[src/design/pvd_pkg.sv]
// Shared types, constants, microprogram and arithmetic helpers for the polynomial evaluator.
package pvd_pkg;

    localparam int MAX_COEFFS = 7;
    localparam int NUM_COEF   = 7;
    localparam int DATA_W     = 32;
    localparam int FRAC_W     = 16;
    localparam int K_W        = 3;
    localparam int OP_W       = 2;
    localparam int FACT_W     = 5;
    localparam int ADDR_W     = 5;
    localparam int REG_IDX_W  = 3;
    localparam int WIDE_W     = 48;
    localparam int PROD_W     = 2 * DATA_W;

    // Operation codes
    localparam logic [OP_W-1:0] OP_VALUE  = 2'd0;
    localparam logic [OP_W-1:0] OP_DERIV1 = 2'd1;
    localparam logic [OP_W-1:0] OP_DERIV2 = 2'd2;

    // Register indexes
    localparam logic [REG_IDX_W-1:0] REG_COUNT = 3'd0;
    localparam logic [REG_IDX_W-1:0] REG_COEF0 = 3'd1;

    // Microprogram addresses
    typedef logic [2:0] upc_t;
    localparam upc_t UPC_IDLE  = 3'd0;
    localparam upc_t UPC_CHECK = 3'd1;
    localparam upc_t UPC_TOP   = 3'd2;
    localparam upc_t UPC_MUL   = 3'd3;
    localparam upc_t UPC_ADD   = 3'd4;
    localparam upc_t UPC_DONE  = 3'd5;

    typedef enum logic [2:0] {
        COND_NEXT,
        COND_WAIT_IN,
        COND_BR_NOWORK,
        COND_BR_LAST,
        COND_LOOP_MORE,
        COND_WAIT_OUT
    } seq_cond_t;

    typedef struct packed {
        logic      accept;
        logic      init;
        logic      top_load;
        logic      mul;
        logic      add;
        logic      dec_k;
        logic      emit;
        seq_cond_t cond;
        upc_t      target;
    } ucode_t;

    typedef struct packed {
        logic init;
        logic top_load;
        logic mul;
        logic add;
        logic dec_k;
    } dp_ctl_t;

    typedef struct packed {
        logic last;
        logic nowork;
    } dp_stat_t;

    typedef struct packed {
        logic                     ovf;
        logic signed [DATA_W-1:0] val;
    } sat_t;

    // Control store: one word per step
    function automatic ucode_t ucode_rom(input upc_t pc);
        ucode_t word;
        word        = '0;
        word.cond   = COND_NEXT;
        word.target = UPC_IDLE;
        case (pc)
            UPC_IDLE:
            begin
                word.accept = 1'b1;
                word.init   = 1'b1;
                word.cond   = COND_WAIT_IN;
                word.target = UPC_CHECK;
            end
            UPC_CHECK:
            begin
                word.cond   = COND_BR_NOWORK;
                word.target = UPC_DONE;
            end
            UPC_TOP:
            begin
                word.top_load = 1'b1;
                word.dec_k    = 1'b1;
                word.cond     = COND_BR_LAST;
                word.target   = UPC_DONE;
            end
            UPC_MUL:
            begin
                word.mul  = 1'b1;
                word.cond = COND_NEXT;
            end
            UPC_ADD:
            begin
                word.add    = 1'b1;
                word.dec_k  = 1'b1;
                word.cond   = COND_LOOP_MORE;
                word.target = UPC_MUL;
            end
            UPC_DONE:
            begin
                word.emit   = 1'b1;
                word.cond   = COND_WAIT_OUT;
                word.target = UPC_IDLE;
            end
            default:
            begin
                word.cond   = COND_WAIT_OUT;
                word.target = UPC_IDLE;
            end
        endcase
        return word;
    endfunction

    // Integer factor of coefficient k for the selected derivative
    function automatic logic [FACT_W-1:0] coef_factor(input logic [K_W-1:0] k,
                                                      input logic [OP_W-1:0] op);
        logic [FACT_W-1:0] f;
        case (op)
            OP_VALUE:  f = FACT_W'(1);
            OP_DERIV1: f = FACT_W'(k);
            OP_DERIV2: f = FACT_W'(k) * (FACT_W'(k) - FACT_W'(1));
            default:   f = FACT_W'(1);
        endcase
        return f;
    endfunction

    // Clamp a wide signed value to 32 bits and flag saturation
    function automatic sat_t sat48(input logic signed [WIDE_W-1:0] v);
        sat_t r;
        if (v > WIDE_W'(signed'({1'b0, {(DATA_W-1){1'b1}}}))) begin
            r.ovf = 1'b1;
            r.val = {1'b0, {(DATA_W-1){1'b1}}};
        end
        else if (v < WIDE_W'(signed'({1'b1, {(DATA_W-1){1'b0}}}))) begin
            r.ovf = 1'b1;
            r.val = {1'b1, {(DATA_W-1){1'b0}}};
        end
        else begin
            r.ovf = 1'b0;
            r.val = v[DATA_W-1:0];
        end
        return r;
    endfunction

endpackage

[src/design/pvd_cfg.sv]
// Configuration register bank with APB-style write and read access.
module pvd_cfg
    import pvd_pkg::*;
(
    input  logic                     clk,
    input  logic                     rst_n,
    input  logic                     psel,
    input  logic                     penable,
    input  logic                     pwrite,
    input  logic [ADDR_W-1:0]        paddr,
    input  logic [DATA_W-1:0]        pwdata,
    output logic [DATA_W-1:0]        prdata,
    output logic [K_W-1:0]           count,
    output logic signed [DATA_W-1:0] coef [NUM_COEF]
);

    logic [REG_IDX_W-1:0]     reg_idx;
    logic [REG_IDX_W-1:0]     coef_idx;
    logic                     wr_en;
    logic [K_W-1:0]           count_reg;
    logic signed [DATA_W-1:0] coef_reg [NUM_COEF];

    assign reg_idx  = paddr[ADDR_W-1:2];
    assign coef_idx = REG_IDX_W'(reg_idx - REG_COEF0);
    assign wr_en    = psel & penable & pwrite;

    // Write on the access cycle of a transfer
    always_ff @(posedge clk or negedge rst_n)
    begin
        if (!rst_n) begin
            count_reg <= '0;
            for (int i = 0; i < NUM_COEF; i++) begin
                coef_reg[i] <= '0;
            end
        end
        else if (wr_en) begin
            case (reg_idx)
                REG_COUNT: count_reg          <= pwdata[K_W-1:0];
                default:   coef_reg[coef_idx] <= pwdata;
            endcase
        end
    end

    // Read back the addressed register
    always_comb
    begin
        case (reg_idx)
            REG_COUNT: prdata = DATA_W'(count_reg);
            default:   prdata = coef_reg[coef_idx];
        endcase
    end

    assign count = count_reg;
    assign coef  = coef_reg;

endmodule

[src/design/pvd_seq.sv]
// Microcode sequencer: step counter, control store lookup and branch logic.
module pvd_seq
    import pvd_pkg::*;
(
    input  logic     clk,
    input  logic     rst_n,
    input  logic     in_fire,
    input  logic     out_free,
    input  dp_stat_t stat,
    output logic     in_ready,
    output logic     out_load,
    output dp_ctl_t  ctl
);

    upc_t   pc_reg;
    upc_t   pc_next;
    upc_t   pc_inc;
    ucode_t word;

    assign word   = ucode_rom(pc_reg);
    assign pc_inc = upc_t'(pc_reg + 1'b1);

    // Pick the next step
    always_comb
    begin
        pc_next = pc_reg;
        case (word.cond)
            COND_NEXT:      pc_next = pc_inc;
            COND_WAIT_IN:   pc_next = in_fire ? word.target : pc_reg;
            COND_BR_NOWORK: pc_next = stat.nowork ? word.target : pc_inc;
            COND_BR_LAST:   pc_next = stat.last ? word.target : pc_inc;
            COND_LOOP_MORE: pc_next = stat.last ? pc_inc : word.target;
            COND_WAIT_OUT:  pc_next = out_free ? word.target : pc_reg;
            default:        pc_next = UPC_IDLE;
        endcase
    end

    // Hold the step counter
    always_ff @(posedge clk or negedge rst_n)
    begin
        if (!rst_n) begin
            pc_reg <= UPC_IDLE;
        end
        else begin
            pc_reg <= pc_next;
        end
    end

    // Drive the datapath from the control word
    assign in_ready     = word.accept;
    assign out_load     = word.emit & out_free;
    assign ctl.init     = word.init & in_fire;
    assign ctl.top_load = word.top_load;
    assign ctl.mul      = word.mul;
    assign ctl.add      = word.add;
    assign ctl.dec_k    = word.dec_k & ~stat.last;

endmodule

[src/design/pvd_dp.sv]
// Datapath: coefficient scaler, shared multiply-accumulate and term counter.
module pvd_dp
    import pvd_pkg::*;
(
    input  logic                     clk,
    input  logic                     rst_n,
    input  dp_ctl_t                  ctl,
    input  logic [K_W-1:0]           count,
    input  logic signed [DATA_W-1:0] coef [NUM_COEF],
    input  logic signed [DATA_W-1:0] point,
    input  logic [OP_W-1:0]          operation,
    output dp_stat_t                 stat,
    output logic signed [DATA_W-1:0] result,
    output logic                     overflow
);

    logic [K_W-1:0]              n_eff;
    logic [K_W-1:0]              k_reg;
    logic [OP_W-1:0]             op_reg;
    logic signed [DATA_W-1:0]    x_reg;
    logic signed [DATA_W-1:0]    acc_reg;
    logic signed [DATA_W-1:0]    b_reg;
    logic signed [PROD_W-1:0]    prod_reg;
    logic                        ovf_reg;

    logic signed [DATA_W-1:0]    coef_sel;
    logic signed [FACT_W:0]      fact_s;
    logic signed [DATA_W+FACT_W:0] sprod;
    sat_t                        sb;
    logic signed [PROD_W-1:0]    mprod;
    logic signed [PROD_W-1:0]    rsum;
    sat_t                        rq;
    logic signed [DATA_W:0]      sum33;
    sat_t                        sa;

    assign n_eff = (count > K_W'(MAX_COEFFS)) ? K_W'(MAX_COEFFS) : count;

    // Term status for the sequencer
    assign stat.last   = (k_reg == K_W'(op_reg));
    assign stat.nowork = (n_eff <= K_W'(op_reg)) || (op_reg > OP_DERIV2);

    // Scale the current coefficient by its derivative factor
    assign coef_sel = coef[k_reg];
    assign fact_s   = $signed({1'b0, coef_factor(k_reg, op_reg)});
    assign sprod    = coef_sel * fact_s;
    assign sb       = sat48(WIDE_W'(sprod));

    // Multiply, then round half up, clamp and add the scaled coefficient
    assign mprod = acc_reg * x_reg;
    assign rsum  = prod_reg + PROD_W'(1 << (FRAC_W - 1));
    assign rq    = sat48($signed(rsum[PROD_W-1:FRAC_W]));
    assign sum33 = (DATA_W+1)'(rq.val) + (DATA_W+1)'(b_reg);
    assign sa    = sat48(WIDE_W'(sum33));

    // Accumulator, term counter and overflow flag
    always_ff @(posedge clk or negedge rst_n)
    begin
        if (!rst_n) begin
            k_reg   <= '0;
            op_reg  <= '0;
            acc_reg <= '0;
            ovf_reg <= 1'b0;
        end
        else begin
            if (ctl.init) begin
                k_reg   <= K_W'(n_eff - 1'b1);
                op_reg  <= operation;
                acc_reg <= '0;
                ovf_reg <= 1'b0;
            end
            else begin
                if (ctl.dec_k) begin
                    k_reg <= K_W'(k_reg - 1'b1);
                end
                if (ctl.top_load) begin
                    acc_reg <= sb.val;
                    ovf_reg <= ovf_reg | sb.ovf;
                end
                else if (ctl.mul) begin
                    ovf_reg <= ovf_reg | sb.ovf;
                end
                else if (ctl.add) begin
                    acc_reg <= sa.val;
                    ovf_reg <= ovf_reg | rq.ovf | sa.ovf;
                end
            end
        end
    end

    // Operand and product registers
    always_ff @(posedge clk)
    begin
        if (ctl.init) begin
            x_reg <= point;
        end
        if (ctl.mul) begin
            prod_reg <= mprod;
            b_reg    <= sb.val;
        end
    end

    assign result   = acc_reg;
    assign overflow = ovf_reg;

endmodule

[src/design/polynomial_value_and_derivatives.sv]
// Top level of the polynomial value and derivative evaluator.
//
//  channel  | direction | handshake                  | contents
//  s_axis   | in        | tvalid / tready            | tdata: point; tuser: operation
//  m_axis   | out       | tvalid / tready            | tdata: result_value; tuser: overflow
//  apb      | in        | psel, penable, pwrite      | count at 0x00, coef_0..coef_6 at 0x04..0x1C
//
// An item with m terms (m = count - operation) runs the check and top steps, the loop below, then the done step;
// with no terms the check step branches straight to the done step.
// Each term after the leading one takes two microsteps of the shared multiply-accumulate:
// multiply, then round, clamp and add.
// The input is ready again in the cycle after the one that loads a result into the output register.
// A stalled output holds the sequencer in its final step only while the output register is full.
// Reset is asynchronous; it clears the step counter, output valid, config registers, accumulator and overflow flag.
module polynomial_value_and_derivatives
    import pvd_pkg::*;
(
    input  logic              clk,
    input  logic              rst_n,
    input  logic              s_axis_tvalid,
    output logic              s_axis_tready,
    input  logic [DATA_W-1:0] s_axis_tdata,   // [31:0] point
    input  logic [OP_W-1:0]   s_axis_tuser,   // [1:0] operation
    output logic              m_axis_tvalid,
    input  logic              m_axis_tready,
    output logic [DATA_W-1:0] m_axis_tdata,   // [31:0] result_value
    output logic [0:0]        m_axis_tuser,   // [0] overflow
    input  logic              psel,
    input  logic              penable,
    input  logic              pwrite,
    input  logic [ADDR_W-1:0] paddr,
    input  logic [DATA_W-1:0] pwdata,
    output logic [DATA_W-1:0] prdata,
    output logic              pready
);

    logic [K_W-1:0]           count;
    logic signed [DATA_W-1:0] coef [NUM_COEF];
    logic                     in_fire;
    logic                     out_free;
    logic                     out_load;
    dp_ctl_t                  ctl;
    dp_stat_t                 stat;
    logic signed [DATA_W-1:0] dp_result;
    logic                     dp_overflow;
    logic                     out_valid_reg;
    logic [DATA_W-1:0]        out_data_reg;
    logic                     out_ovf_reg;

    assign pready   = 1'b1;
    assign in_fire  = s_axis_tvalid & s_axis_tready;
    assign out_free = ~out_valid_reg | m_axis_tready;

    pvd_cfg u_cfg (
        .clk     (clk),
        .rst_n   (rst_n),
        .psel    (psel),
        .penable (penable),
        .pwrite  (pwrite),
        .paddr   (paddr),
        .pwdata  (pwdata),
        .prdata  (prdata),
        .count   (count),
        .coef    (coef)
    );

    pvd_seq u_seq (
        .clk      (clk),
        .rst_n    (rst_n),
        .in_fire  (in_fire),
        .out_free (out_free),
        .stat     (stat),
        .in_ready (s_axis_tready),
        .out_load (out_load),
        .ctl      (ctl)
    );

    pvd_dp u_dp (
        .clk       (clk),
        .rst_n     (rst_n),
        .ctl       (ctl),
        .count     (count),
        .coef      (coef),
        .point     ($signed(s_axis_tdata)),
        .operation (s_axis_tuser),
        .stat      (stat),
        .result    (dp_result),
        .overflow  (dp_overflow)
    );

    // Output register: load a finished result, drop it after the transfer
    always_ff @(posedge clk or negedge rst_n)
    begin
        if (!rst_n) begin
            out_valid_reg <= 1'b0;
        end
        else if (out_load) begin
            out_valid_reg <= 1'b1;
        end
        else if (m_axis_tready) begin
            out_valid_reg <= 1'b0;
        end
    end

    always_ff @(posedge clk)
    begin
        if (out_load) begin
            out_data_reg <= dp_result;
            out_ovf_reg  <= dp_overflow;
        end
    end

    assign m_axis_tvalid = out_valid_reg;
    assign m_axis_tdata  = out_data_reg;
    assign m_axis_tuser  = out_ovf_reg;

endmodule

[config.mk]
export PLATFORM = sky130hd
export DESIGN_NAME = polynomial_value_and_derivatives
export DESIGN_NICKNAME = d
export VERILOG_FILES = /design/src/design/pvd_pkg.sv /design/src/design/pvd_cfg.sv /design/src/design/pvd_seq.sv /design/src/design/pvd_dp.sv /design/src/design/polynomial_value_and_derivatives.sv
export SDC_FILE = /design/constraint.sdc
export NUM_CORES = 2
export LEC_CHECK = 0
export BUFFER_PORTS_ARGS = -buffer_cell sky130_fd_sc_hd__buf_2
export CAP_MARGIN = 20
export CORE_ASPECT_RATIO = 0.75
export CORE_UTILIZATION = 44
export DETAILED_ROUTE_END_ITERATION = 16
export SYNTH_ARGS = -nofsm -noshare
export SYNTH_HDL_FRONTEND = slang
export SYNTH_SLANG_ARGS = --single-unit
[constraint.sdc]
create_clock -name clk -period 13 [get_ports clk]
set_clock_uncertainty 0.15 [all_clocks]
set_input_delay 1.95 -clock clk [delete_from_list [all_inputs] [get_ports clk]]
set_output_delay 1.95 -clock clk [all_outputs]
set_load 0.1 [all_outputs]
==> out/metrics.yaml <==
status: "finished clean"
cpMostUsedCell: "fa_1"
drt-vias-per-instance: 5.37
synth_edf_count: 146
cp-start-kind: "register"
max-slew-margin-rel_pct: 21.0
postCtsResizedCells: 0
drtIter0Drc: 3595
crit_fanout: 19
clock_latency_ns: 0.66
maxCapViolations: 0
final.period_utilization_pct: 79.0
critPathRequiredTime_ns: 13.25
fin_tns_setup_ns: 0
fmax_mhz: 97.3
synth_largest_area_cell: "fa_1"
ys_seq_elements: 415
worst_slack_ns: 2.72
root_buffer: "clkbuf_16"
largest_reg_flops: 224
synthTopCellsByArea: "fa_1 (38%), dfrtp_1 (11%), inv_1 (7.9%)"
register_area_um2: 11100
place_ws_ns: 2.84
start_util_pct: 44.6
numPortBuffers: 142
fp.dieArea_um2: 145000
drtAntennaViolNets: 0
cts_tree: "done"
yosysMostFrequentCell: "inv_1"
grt_overflow_total: 0
syn_inst: 6569
cpLargestDelayFamily: "adder cells"
die_y_um: 330
cp_num_buf_inv: 6
wl_per_cell_um: 19.9
netlist.area_leader.share_pct: 37.5
cts.sinks: 415
rsz0062_at_grt: "no"
yosys.cell_types.count: 83
synth_common_cells: "inv_1 (1325), fa_1 (1181), nand2_1 (974)"
syn_area_per_cell_um2: 9.59
syn_to_final_growth_pct: 7.32
fin_area_um2: 67600
drt-total-wl_um: 168000
setup_violations: 0
core-area_um2: 141000
synthArstFlopShare_pct: 64.8
r2r_slack_ns: 2.72
pin_count: 146
rows: 119
postCtsHoldBufs: 0
htreeDepth: 2
place_congestion: 0.943
cp_slowest_cell: "dfrtp_1"
drc: 0
fill_cells: 13271
cp_slowest_stage_delay_ns: 1.08
finalNetCount: 8096
die_w_um: 439
postCtsSetupBuffers: 0
grt_max_degree: 169
place_area_um2: 65700
synth_flop_cell: "dfrtp_1"
hold_viol: 0
multiInputGateArea_um2: 45700
numCtsBuffers: 51
grt_usage_pct: 24.1
crit_type: "register to register"
antenna_found_initial: 9
tightest_slew_ns: 1.17
finalMaxSlewViolations: 0
first_pass_iters: 6
hold_path.class: "register to register"
fin_crit_ns: 10.28
synth_warnings: 0
clkTransAtPathRegs_ns: 0.07
ys_seq_area_share_pct: 17.6
hpwlAfterDp_um: 129000
grt_first_pass_wirelength_um: 273000
syn_area_um2: 63000
critPathArrivalTime_ns: 10.53
grt_pass1_vias: 47514
cts.path.max_buffers: 3
cp-end-kind: "register"
vias: 45422
utilization_pct: 47.9
layout-drive-gt1-share_pct: 10.4
## final cells by class
type | instances | share of cell area [%]
clock buffers | 67 | 2.14
repair buffers | 255 | 2.36
inverters | 1327 | 7.37
flip-flops and latches | 415 | 16.5
well taps | 1875 | 3.47
clock inverters | 28 | 0.570
diodes | 10 | 0.0370
multi-input cells | 4481 | 67.6
## routing by layer
metal  wire length (µm)  GRT usage [%]  vias up
li1                   -              -    20312
met1              78200           36.3    23432
met2              72500           35.4     1493
met3              13000           4.44      183
met4               4540           6.57        2
met5                 13              0        -
## kinds of logic after synthesis
family	share of synthesized area, %
buf+inv	10.0
mux	6.80
simple gates	12.5
fa+ha+maj	43.6
other cells	0.00595
flops	17.6
compound gates	7.14
xor+xnor	2.27
## through the flow
step                      hold WS, ns  instances
after floorplan                 0.343       6570
final                           0.347       8458
after global routing            0.384       8456
after CTS                       0.347       8446
after detailed placement        0.335       8351
after global placement          0.331       8350
## cells in the final DEF (no fill, tap or decap), types with 51 or more instances in the layout
cell type / Yosys / routed
inv_1: 1325 / 1325
fa_1: 1181 / 1181
nand2_1: 974 / 973
ha_1: 306 / 304
nor2_1: 290 / 285
dfrtp_1: 269 / 265
and2_1: 240 / 240
mux2_2: 234 / 234
a21oi_1: 200 / 200
o21ai_0: 184 / 184
edfxtp_1: 146 / 146
buf_2: 12 / 141
buf_4: 2 / 110
xnor2_1: 95 / 94
xor2_1: 68 / 67
mux2i_1: 53 / 53
clkbuf_16: 0 / 52
a21o_1: 51 / 51
## path summary, 6_finish.rpt
kind | start | to | depth (start not counted)
hold / removal | u_dp.result[14] | u_dp.result[14] | 1
max in group asynchronous | rst_n | u_cfg.coef[92] | 2
hold reg to reg | u_dp.result[14] | u_dp.result[14] | 1
setup / recovery | u_dp.result[20] | u_dp.prod_reg[63] | 27
setup reg to reg | u_dp.result[20] | u_dp.prod_reg[63] | 27
min in group asynchronous | rst_n | u_cfg.coef[170] | 1
Power is not shown: default switching activity piles up to over one toggle a cycle in this logic, so the estimate is an artifact.
